## src/hdl/sdge_pkg.sv

```systemverilog
// shared types, constants and the resistance code table of the scroll gesture encoder
package sdge_pkg;

  localparam int IDLE_BITS_DEF  = 14;
  localparam int COUNT_BITS_DEF = 4;

  localparam int THR_W     = 4;
  localparam int TIMEOUT_W = 14;
  localparam int CFG_IDX_W = 2;
  localparam int CFG_W     = 14;
  localparam int WORD_W    = 16;
  localparam int CODE_W    = 8;
  localparam int STEP_W    = 4;
  localparam int CMD_W     = 2;

  localparam logic [CMD_W-1:0] CMD_TICK   = 2'd0;
  localparam logic [CMD_W-1:0] CMD_SAMPLE = 2'd1;
  localparam logic [CMD_W-1:0] CMD_WAKE   = 2'd2;

  localparam logic [CFG_IDX_W-1:0] CFG_THRESHOLD = 2'd0;
  localparam logic [CFG_IDX_W-1:0] CFG_TIMEOUT   = 2'd1;

  localparam logic [THR_W-1:0]     THRESHOLD_RST = 4'd3;
  localparam logic [TIMEOUT_W-1:0] TIMEOUT_RST   = 14'd7000;

  localparam logic [WORD_W-1:0] WORD_SHUTDOWN = 16'h9000;
  localparam logic [WORD_W-1:0] WORD_DISABLE  = 16'hA000;
  localparam logic [WORD_W-1:0] WORD_RESET    = 16'hC000;

  localparam logic [STEP_W-1:0] STEP_LEFT  = 4'd2;
  localparam logic [STEP_W-1:0] STEP_RIGHT = 4'd4;
  localparam logic [STEP_W-1:0] STEP_UP    = 4'd6;
  localparam logic [STEP_W-1:0] STEP_DOWN  = 4'd8;

  localparam logic [STEP_W-1:0] STEP_FULL = 4'd9;
  localparam logic [STEP_W-1:0] STEP_ZERO = 4'd0;

  typedef struct packed {
    logic [WORD_W-1:0] value;
    logic              wide;
  } frame_t;

  // up to three frames produced by one transaction
  typedef struct packed {
    logic [1:0]        count;
    frame_t [2:0]      frames;
  } bundle_t;

  function automatic logic [CODE_W-1:0] res_code(input logic [STEP_W-1:0] step);
    logic [CODE_W-1:0] code;
    unique case (step)
      4'd0:    code = 8'h00;
      4'd1:    code = 8'h1d;
      4'd2:    code = 8'h3a;
      4'd3:    code = 8'h59;
      4'd4:    code = 8'h77;
      4'd5:    code = 8'h94;
      4'd6:    code = 8'hb3;
      4'd7:    code = 8'hcf;
      4'd8:    code = 8'hea;
      4'd9:    code = 8'hff;
      default: code = 8'h00;
    endcase
    return code;
  endfunction

  function automatic frame_t narrow_frame(input logic [STEP_W-1:0] step);
    frame_t f;
    f.value = {{(WORD_W-CODE_W){1'b0}}, res_code(step)};
    f.wide  = 1'b0;
    return f;
  endfunction

  function automatic frame_t wide_frame(input logic [WORD_W-1:0] word);
    frame_t f;
    f.value = word;
    f.wide  = 1'b1;
    return f;
  endfunction

endpackage

```

## src/hdl/sdge_core.sv

```systemverilog
// gesture state, configuration registers and per-transaction frame generation
module sdge_core #(
  parameter int IDLE_BITS  = sdge_pkg::IDLE_BITS_DEF,
  parameter int COUNT_BITS = sdge_pkg::COUNT_BITS_DEF
) (
  input  logic                           clk_i,
  input  logic                           rst_ni,
  input  logic                           accept_i,
  input  logic [sdge_pkg::CMD_W-1:0]     command_i,
  input  logic [3:0]                     lines_i,
  input  logic                           cfg_valid_i,
  input  logic [sdge_pkg::CFG_IDX_W-1:0] cfg_index_i,
  input  logic [sdge_pkg::CFG_W-1:0]     cfg_data_i,
  output sdge_pkg::bundle_t              bundle_o
);
  import sdge_pkg::*;

  localparam int IDLE_CMP_W = (IDLE_BITS > TIMEOUT_W) ? IDLE_BITS : TIMEOUT_W;
  localparam int CNT_CMP_W  = (COUNT_BITS > THR_W) ? COUNT_BITS : THR_W;

  logic [THR_W-1:0]     thr_q;
  logic [TIMEOUT_W-1:0] timeout_q;

  logic                       awake_q, awake_d;
  logic [3:0]                 prev_q, prev_d;
  logic [3:0][COUNT_BITS-1:0] counts_q, counts_d;
  logic [STEP_W-1:0]          step_q, step_d;
  logic [IDLE_BITS-1:0]       idle_q, idle_d;

  logic [IDLE_BITS-1:0]       idle_inc;
  logic [3:0]                 diff;
  logic [1:0]                 sel;
  logic [3:0][COUNT_BITS-1:0] counts_inc;
  logic [3:0]                 nonzero;
  logic [3:0]                 reached;
  logic [THR_W-1:0]           thr_eff;

  always_ff @(posedge clk_i or negedge rst_ni) begin
    if (!rst_ni) begin
      thr_q     <= THRESHOLD_RST;
      timeout_q <= TIMEOUT_RST;
    end else if (cfg_valid_i) begin
      if (cfg_index_i == CFG_THRESHOLD) begin
        thr_q <= cfg_data_i[THR_W-1:0];
      end else if (cfg_index_i == CFG_TIMEOUT) begin
        timeout_q <= cfg_data_i[TIMEOUT_W-1:0];
      end
    end
  end

  always_ff @(posedge clk_i or negedge rst_ni) begin
    if (!rst_ni) begin
      awake_q  <= 1'b0;
      prev_q   <= '0;
      counts_q <= '0;
      step_q   <= '0;
      idle_q   <= '0;
    end else if (accept_i) begin
      awake_q  <= awake_d;
      prev_q   <= prev_d;
      counts_q <= counts_d;
      step_q   <= step_d;
      idle_q   <= idle_d;
    end
  end

  assign idle_inc = (idle_q == '1) ? idle_q : idle_q + 1'b1;
  assign diff     = lines_i ^ prev_q;
  assign thr_eff  = (thr_q == '0) ? THR_W'(1) : thr_q;

  // first changed line wins: left, right, up, down
  always_comb begin
    priority if (diff[0]) sel = 2'd0;
    else if (diff[1])     sel = 2'd1;
    else if (diff[2])     sel = 2'd2;
    else                  sel = 2'd3;
  end

  always_comb begin
    counts_inc = counts_q;
    if (counts_q[sel] != '1) begin
      counts_inc[sel] = counts_q[sel] + 1'b1;
    end
    for (int i = 0; i < 4; i++) begin
      nonzero[i] = (counts_inc[i] != '0);
    end
    // conflicting directions wipe everything
    if ($countones(nonzero) > 1) begin
      counts_inc = '0;
    end
    for (int i = 0; i < 4; i++) begin
      reached[i] = CNT_CMP_W'(counts_inc[i]) >= CNT_CMP_W'(thr_eff);
    end
  end

  always_comb begin
    awake_d  = awake_q;
    prev_d   = prev_q;
    counts_d = counts_q;
    step_d   = step_q;
    idle_d   = idle_q;
    bundle_o = '0;
    if (command_i == CMD_WAKE) begin
      awake_d            = 1'b1;
      idle_d             = '0;
      bundle_o.count     = 2'd3;
      bundle_o.frames[0] = wide_frame(WORD_RESET);
      bundle_o.frames[1] = narrow_frame(STEP_FULL);
      bundle_o.frames[2] = narrow_frame(STEP_ZERO);
    end else if (awake_q && command_i == CMD_TICK) begin
      idle_d = idle_inc;
      if (IDLE_CMP_W'(idle_inc) >= IDLE_CMP_W'(timeout_q)) begin
        awake_d            = 1'b0;
        bundle_o.count     = 2'd2;
        bundle_o.frames[0] = wide_frame(WORD_SHUTDOWN);
        bundle_o.frames[1] = wide_frame(WORD_DISABLE);
      end
    end else if (awake_q && command_i == CMD_SAMPLE && diff != '0) begin
      counts_d = counts_inc;
      priority if (reached[0]) begin
        step_d   = STEP_LEFT;
        counts_d = '0;
      end else if (reached[1]) begin
        step_d   = STEP_RIGHT;
        counts_d = '0;
      end else if (reached[2]) begin
        step_d   = STEP_UP;
        counts_d = '0;
      end else if (reached[3]) begin
        step_d   = STEP_DOWN;
        counts_d = '0;
      end
      prev_d             = lines_i;
      idle_d             = '0;
      bundle_o.count     = 2'd2;
      bundle_o.frames[0] = narrow_frame(step_d);
      bundle_o.frames[1] = narrow_frame(STEP_ZERO);
    end
  end

endmodule

```

## src/hdl/sdge_frame_ser.sv

```systemverilog
// result register that holds one transaction's frames and sends them one per cycle while out_ready_i is high
module sdge_frame_ser (
  input  logic                   clk_i,
  input  logic                   rst_ni,
  input  logic                   load_i,
  input  sdge_pkg::bundle_t      bundle_i,
  output logic                   free_o,
  output logic                   out_valid_o,
  input  logic                   out_ready_i,
  output sdge_pkg::frame_t       frame_o,
  output logic                   last_o
);
  import sdge_pkg::*;

  bundle_t    buf_q;
  logic       valid_q, valid_d;
  logic [1:0] idx_q, idx_d;
  logic       done;

  assign out_valid_o = valid_q;
  assign frame_o     = buf_q.frames[idx_q];
  assign last_o      = (idx_q == buf_q.count - 2'd1);
  assign done        = valid_q && out_ready_i && last_o;
  assign free_o      = !valid_q || done;

  always_comb begin
    valid_d = valid_q;
    idx_d   = idx_q;
    if (load_i && bundle_i.count != '0) begin
      valid_d = 1'b1;
      idx_d   = '0;
    end else if (done) begin
      valid_d = 1'b0;
    end else if (valid_q && out_ready_i) begin
      idx_d = idx_q + 2'd1;
    end
  end

  always_ff @(posedge clk_i or negedge rst_ni) begin
    if (!rst_ni) begin
      valid_q <= 1'b0;
      idx_q   <= '0;
    end else begin
      valid_q <= valid_d;
      idx_q   <= idx_d;
    end
  end

  always_ff @(posedge clk_i) begin
    if (load_i && bundle_i.count != '0) begin
      buf_q <= bundle_i;
    end
  end

endmodule

```

## src/hdl/scroll_direction_gesture_encoder.sv

```systemverilog
// top level of the scroll gesture encoder: state update and frame output register
// first frame: registered, valid in the cycle after the input transaction is accepted
// output: frames leave one per cycle while out_ready_i is high (wake 3, step 2, shutdown 2);
//   the single frame output register takes a new transaction once its last frame is accepted
// reset: asynchronous active low; asleep, lines, counters, step and idle count cleared,
//   threshold 3 and timeout 7000
module scroll_direction_gesture_encoder #(
  parameter int IDLE_BITS  = sdge_pkg::IDLE_BITS_DEF,
  parameter int COUNT_BITS = sdge_pkg::COUNT_BITS_DEF
) (
  input  logic                           clk_i,
  input  logic                           rst_ni,
  input  logic                           in_valid_i,
  output logic                           in_ready_o,
  input  logic [sdge_pkg::CMD_W-1:0]     command_i,
  input  logic                           left_line_i,
  input  logic                           right_line_i,
  input  logic                           up_line_i,
  input  logic                           down_line_i,
  input  logic                           cfg_valid_i,
  output logic                           cfg_ready_o,
  input  logic [sdge_pkg::CFG_IDX_W-1:0] cfg_index_i,
  input  logic [sdge_pkg::CFG_W-1:0]     cfg_data_i,
  output logic                           out_valid_o,
  input  logic                           out_ready_i,
  output logic [sdge_pkg::WORD_W-1:0]    frame_value_o,
  output logic                           frame_wide_o,
  output logic                           last_o
);
  import sdge_pkg::*;

  logic    accept;
  bundle_t bundle;
  frame_t  frame;

  assign cfg_ready_o = 1'b1;
  assign accept      = in_valid_i && in_ready_o;

  sdge_core #(
    .IDLE_BITS  (IDLE_BITS),
    .COUNT_BITS (COUNT_BITS)
  ) u_core (
    .clk_i       (clk_i),
    .rst_ni      (rst_ni),
    .accept_i    (accept),
    .command_i   (command_i),
    .lines_i     ({down_line_i, up_line_i, right_line_i, left_line_i}),
    .cfg_valid_i (cfg_valid_i),
    .cfg_index_i (cfg_index_i),
    .cfg_data_i  (cfg_data_i),
    .bundle_o    (bundle)
  );

  sdge_frame_ser u_ser (
    .clk_i       (clk_i),
    .rst_ni      (rst_ni),
    .load_i      (accept),
    .bundle_i    (bundle),
    .free_o      (in_ready_o),
    .out_valid_o (out_valid_o),
    .out_ready_i (out_ready_i),
    .frame_o     (frame),
    .last_o      (last_o)
  );

  assign frame_value_o = frame.value;
  assign frame_wide_o  = frame.wide;

endmodule

```

## config.mk

```make
export PLATFORM = sky130hd
export DESIGN_NAME = scroll_direction_gesture_encoder
export DESIGN_NICKNAME = d
export VERILOG_FILES = /design/src/hdl/sdge_pkg.sv /design/src/hdl/sdge_core.sv /design/src/hdl/sdge_frame_ser.sv /design/src/hdl/scroll_direction_gesture_encoder.sv
export SDC_FILE = /design/constraint.sdc
export NUM_CORES = 1
export LEC_CHECK = 0
export BUFFER_PORTS_ARGS = -buffer_cell sky130_fd_sc_hd__buf_2
export CORE_ASPECT_RATIO = 1.1
export CORE_MARGIN = 4
export CORE_UTILIZATION = 54
export DETAILED_ROUTE_END_ITERATION = 8
export PLACE_DENSITY_LB_ADDON = 0.12
export SLEW_MARGIN = 40
export SYNTH_ARGS = -nofsm -noshare
export SYNTH_HDL_FRONTEND = slang
export SYNTH_SLANG_ARGS = --single-unit
```

## constraint.sdc

```tcl
create_clock -name clk_i -period 8.7 [get_ports clk_i]
set_input_delay 0.87 -clock clk_i [delete_from_list [all_inputs] [get_ports clk_i]]
set_output_delay 0.87 -clock clk_i [all_outputs]
set_load 0.005 [all_outputs]
```

==> run summary <==
DRT
--------------------------------------------------------------------------------------
Via-per-instance ratio                                                            5.85
Overall via count from detail_route                                              4,296
Number of iterations in the first detailed-routing pass                              5
DRC violation count after routing                                                    0
Routed length per instance                                                     16.2 µm
Residual antenna-violating net count after detailed routing                          0
DRT Wirelength                                                               11,900 µm
Detailed Route Iter0 Violations                                                    223

POWER
--------------------------------------------------------------------------------------
Total power consumption of the routed design                                   1.79 mW
Leakage                                                                        2.60 nW
Worst IR Drop VDD                                                             0.224 mV
PD cells                                                                    316 nW/µm²

FLOORPLANNING
--------------------------------------------------------------------------------------
Cell Rows                                                                           37
Die outline width                                                               102 µm
Initial core utilization                                                         0.557
Core Box Area                                                                 9440 µm²
Total I/O pin count                                                                 48
Die area                                                                    11,400 µm²
Die height                                                                      112 µm

STA
--------------------------------------------------------------------------------------
Final number of setup-violating endpoints                                            0
Setup repair after global routing missed its margin                                 no
Max-slew violation count                                                             0
Headroom to the max-slew limit                                                   0.526
Slew at the pin closest to its max-slew limit                                   702 ps
Minimum clock period                                                           7530 ps
Highest Clock Rate                                                             133 MHz
Final hold vios                                                                      0
Worst Clk Skew                                                                 8.89 ps
Ratio of final minimum period to clock period                                    0.866
Total negative slack                                                              0 ps

CLOCK TREE
--------------------------------------------------------------------------------------
Number of gates given a new drive strength after cts                                 0
Deepest clock path buffer count                                                      2
Buffers inserted by post-CTS timing repair                                           0
Clock buffers created by TritonCTS                                                   9
Clock slew at the register clock pins of the worst setup and hold paths          70 ps
CTS sink cnt                                                                        73
CTS tree                                                                         built
Master cell of the clock root buffer                                          clkbuf_8
# hold bufs at CTS                                                                   0
H-Tree Depth                                                                         3
Worst-Skew Late Latency                                                         360 ps

HOLD PATH
--------------------------------------------------------------------------------------
Number of cells on the worst hold path                                               2
Hold path start                                                           u_core.prev_q[3]
Worst hold-check path type                                                     reg2reg
Worst hold path endpoint                                                  u_core.prev_q[3]

WORST SETUP PATH
--------------------------------------------------------------------------------------
Cells on worst reg2reg path                                                         25
Critical path data arrival time                                                7610 ps
Startpoint of the most critical register-to-register path                 u_core.prev_q[2]
Flop2flop setup slack                                                          1350 ps
Reg-to-reg endpoint                                                       u_ser.buf_q[2]
Worst-path maximum fanout                                                           17
Category of the worst setup path capture point                                    flop
CP Launch Type                                                               input pin
Data required time at the worst endpoint                                       8780 ps
Crit Path Class                                                                 in2reg

SYNTH
--------------------------------------------------------------------------------------
Per-instance average area after synthesis                                     9.02 µm²
Simple-gate portion of the synthesized area                                      0.207
Post-Synth Adder-Cell Area                                                       0.101
Fraction of the mapped netlist area in compound gates                            0.175
Combinational family with the most area after synthesis                   simple AND/OR/NAND/NOR gates
Synth Instances                                                                    583
Portion of the post-synthesis area used by sequential elements                   0.362
Number of storage elements in the synthesis netlist                                 73
Syn. warnings                                                                        0
Xor-xnor portion of the synthesized cell area                                   0.0412
Summed instance area of the synthesized netlist                               5260 µm²
Library cell occupying the most area in the post-synthesis netlist             dfrtp_1
Unique masters post-synth                                                           64
Post-synth top flop                                                            dfrtp_1
Number of enable-type register cells in the synthesized netlist                     13
Mux share of post-synthesis cell area                                           0.0607
Yosys top cell area share                                                        0.243
Share of synthesized flip-flops with an asynchronous set or reset                0.822
Dominant cells by area after synthesis                                    dfrtp_1 24%, ha_1 9.8%, edfxtp_1 7.4%

FINAL LAYOUT
--------------------------------------------------------------------------------------
NumNets Final                                                                      681
Antenna diode count                                                                  0
Fillers                                                                            836
Fraction of layout instances using a drive strength above 1                      0.183
Area of all sequential standard cells                                         1900 µm²
Area added between synthesis and finish                                          8.09%
Post-Layout Cell Count                                                             734
Multi-input logic area                                                        3110 µm²

GLOBAL ROUTE
--------------------------------------------------------------------------------------
Initial antenna violation count                                                      0
Largest net degree at the start of global routing                                   61
Wire length of the first global-routing pass                                 20,300 µm
All-Layer GR Usage                                                               0.222
Number of global-route vias before repair                                        4,150
Sum of overflow across all layers after global routing                               0

JOB
--------------------------------------------------------------------------------------
Count of maximum capacitance violations                                              0

PLACE
--------------------------------------------------------------------------------------
Placed cell count                                                                  718
Hpwl dp                                                                        8850 µm
Count of input and output buffers                                                   42
GP Congestion                                                                    0.918

OUTCOME
--------------------------------------------------------------------------------------
Run status                                                                finished, final reports clean

[kinds of logic (layout without fill, tap and decap cells)]
logic type,Yosys count,after routing
AND/OR/NAND/NOR,217,217
AO/OA/AOI/OAI,138,138
flip-flops,73,73
buffers and inverters,59,90
adder cells (fa/ha/maj),42,42
multiplexers,29,29
XOR/XNOR,23,23
other,2,5
[metrics by stage]
stage / area, µm² / hold slack, ps / util / setup WS, ps
6_report: 5690 / 494 / 0.602 / 1170
5_1_grt: 5690 / 534 / 0.602 / 580
4_1_cts: 5670 / 500 / 0.600 / 1080
3_5_place_dp: 5500 / 480 / 0.582 / 777
3_3_place_gp: 5490 / 478 / 0.582 / 1040
2_1_floorplan: 5270 / 450 / - / 1860
[report_power, final]
group | switching, mW | internal, mW
registers | 0.0662 | 0.425
logic | 0.653 | 0.409
clock network | 0.130 | 0.110
[layout by cell type, fill, tap and decap left out, types with 4 or more instances in the layout]
master | netlist | final
a21o_1 | 5 | 5
a21oi_1 | 36 | 35
a31o_2 | 4 | 4
a31oi_1 | 9 | 9
a32o_1 | 9 | 9
and2_1 | 10 | 10
and3_1 | 5 | 5
buf_2 | 9 | 42
clkbuf_8 | 0 | 10
conb_1 | 2 | 5
dfrtp_1 | 51 | 51
dfstp_2 | 9 | 9
edfxtp_1 | 13 | 13
ha_1 | 41 | 41
inv_1 | 28 | 28
mux2_2 | 19 | 19
mux2i_1 | 9 | 9
nand2_1 | 70 | 70
nand2b_1 | 20 | 20
nand3_1 | 23 | 23
nand4_1 | 5 | 5
nor2_1 | 44 | 44
nor3_1 | 10 | 10
o21a_1 | 9 | 9
o21ai_0 | 29 | 29
o31ai_1 | 9 | 9
or2_2 | 4 | 4
or3_1 | 5 | 5
xnor2_1 | 16 | 16
xor2_1 | 5 | 5
[cells in the mapped netlist (13+ instances only)]
master / count
nand2_1: 70
nand3_1: 23
dfrtp_1: 51
mux2_2: 19
inv_1: 28
nand2b_1: 20
ha_1: 41
xnor2_1: 16
a21oi_1: 36
nor2_1: 44
o21ai_0: 29
edfxtp_1: 13
[how the worst max path moves through the flow]
stage	start	endpoint	slack (ps)	cells after the start
after global routing	up_line_i	u_ser.buf_q[2]	580	26
after CTS	up_line_i	u_ser.buf_q[2]	1080	26
final	up_line_i	u_ser.buf_q[2]	1170	26
after detailed placement	up_line_i	u_ser.buf_q[2]	780	26
after global placement	up_line_i	u_ser.buf_q[2]	1040	26
after floorplan	up_line_i	u_ser.buf_q[8]	1860	23
[cell type report]
type                            count  share of cell area
Sequential cell                    73               0.335
Clock buffer                       11              0.0249
Multi-Input combinational cell    454               0.548
Inverter                           28              0.0185
Clock inverter                      5             0.00550
Tap cell                          117              0.0257
Timing Repair Buffer               46              0.0429
[flip-flops by register name (all words and copies together) (netlist names)]
signal             cells
u_core.counts_q       16
u_core.timeout_q      14
u_ser.idx_q            2
u_core.prev_q          4
u_core.thr_q           4
u_core.awake_q         1
u_core.idle_q         14
u_ser.buf_q           13
u_core.step_q          4
u_ser.out_valid_o      1
[layer usage]
| layer | vias to the layer above | share of wire | global-route usage |
|---|---|---|---|
| met3 | 16 | 0.042 | 0.0301 |
| li1 | 2131 | - | - |
| met5 | - | 0 | 0 |
| met4 | 0 | 0.019 | 0.0779 |
| met2 | 98 | 0.47 | 0.352 |
| met1 | 2051 | 0.47 | 0.308 |
[worst max-delay path: stages]
cell and delay, ps:
buf_2 110, xor2_2 340, mux2i_1 240, a21oi_1 100, nor2_1 380, inv_1 110
ha_1 390, and3_1 380, nor2_8 240, nor4b_1 270, o21ai_1 120, ha_1 270
and2_1 170, fa_1 440, nor2_1 400, nand2_1 130, ha_1 300, nand2b_1 140
a2111oi_0 550, o22ai_1 350, or4_4 640, inv_1 170, ha_1 190, nor3_1 60
a21oi_1 160, a21oi_1 80
No activity file was read; power rests on OpenSTA's default activity.
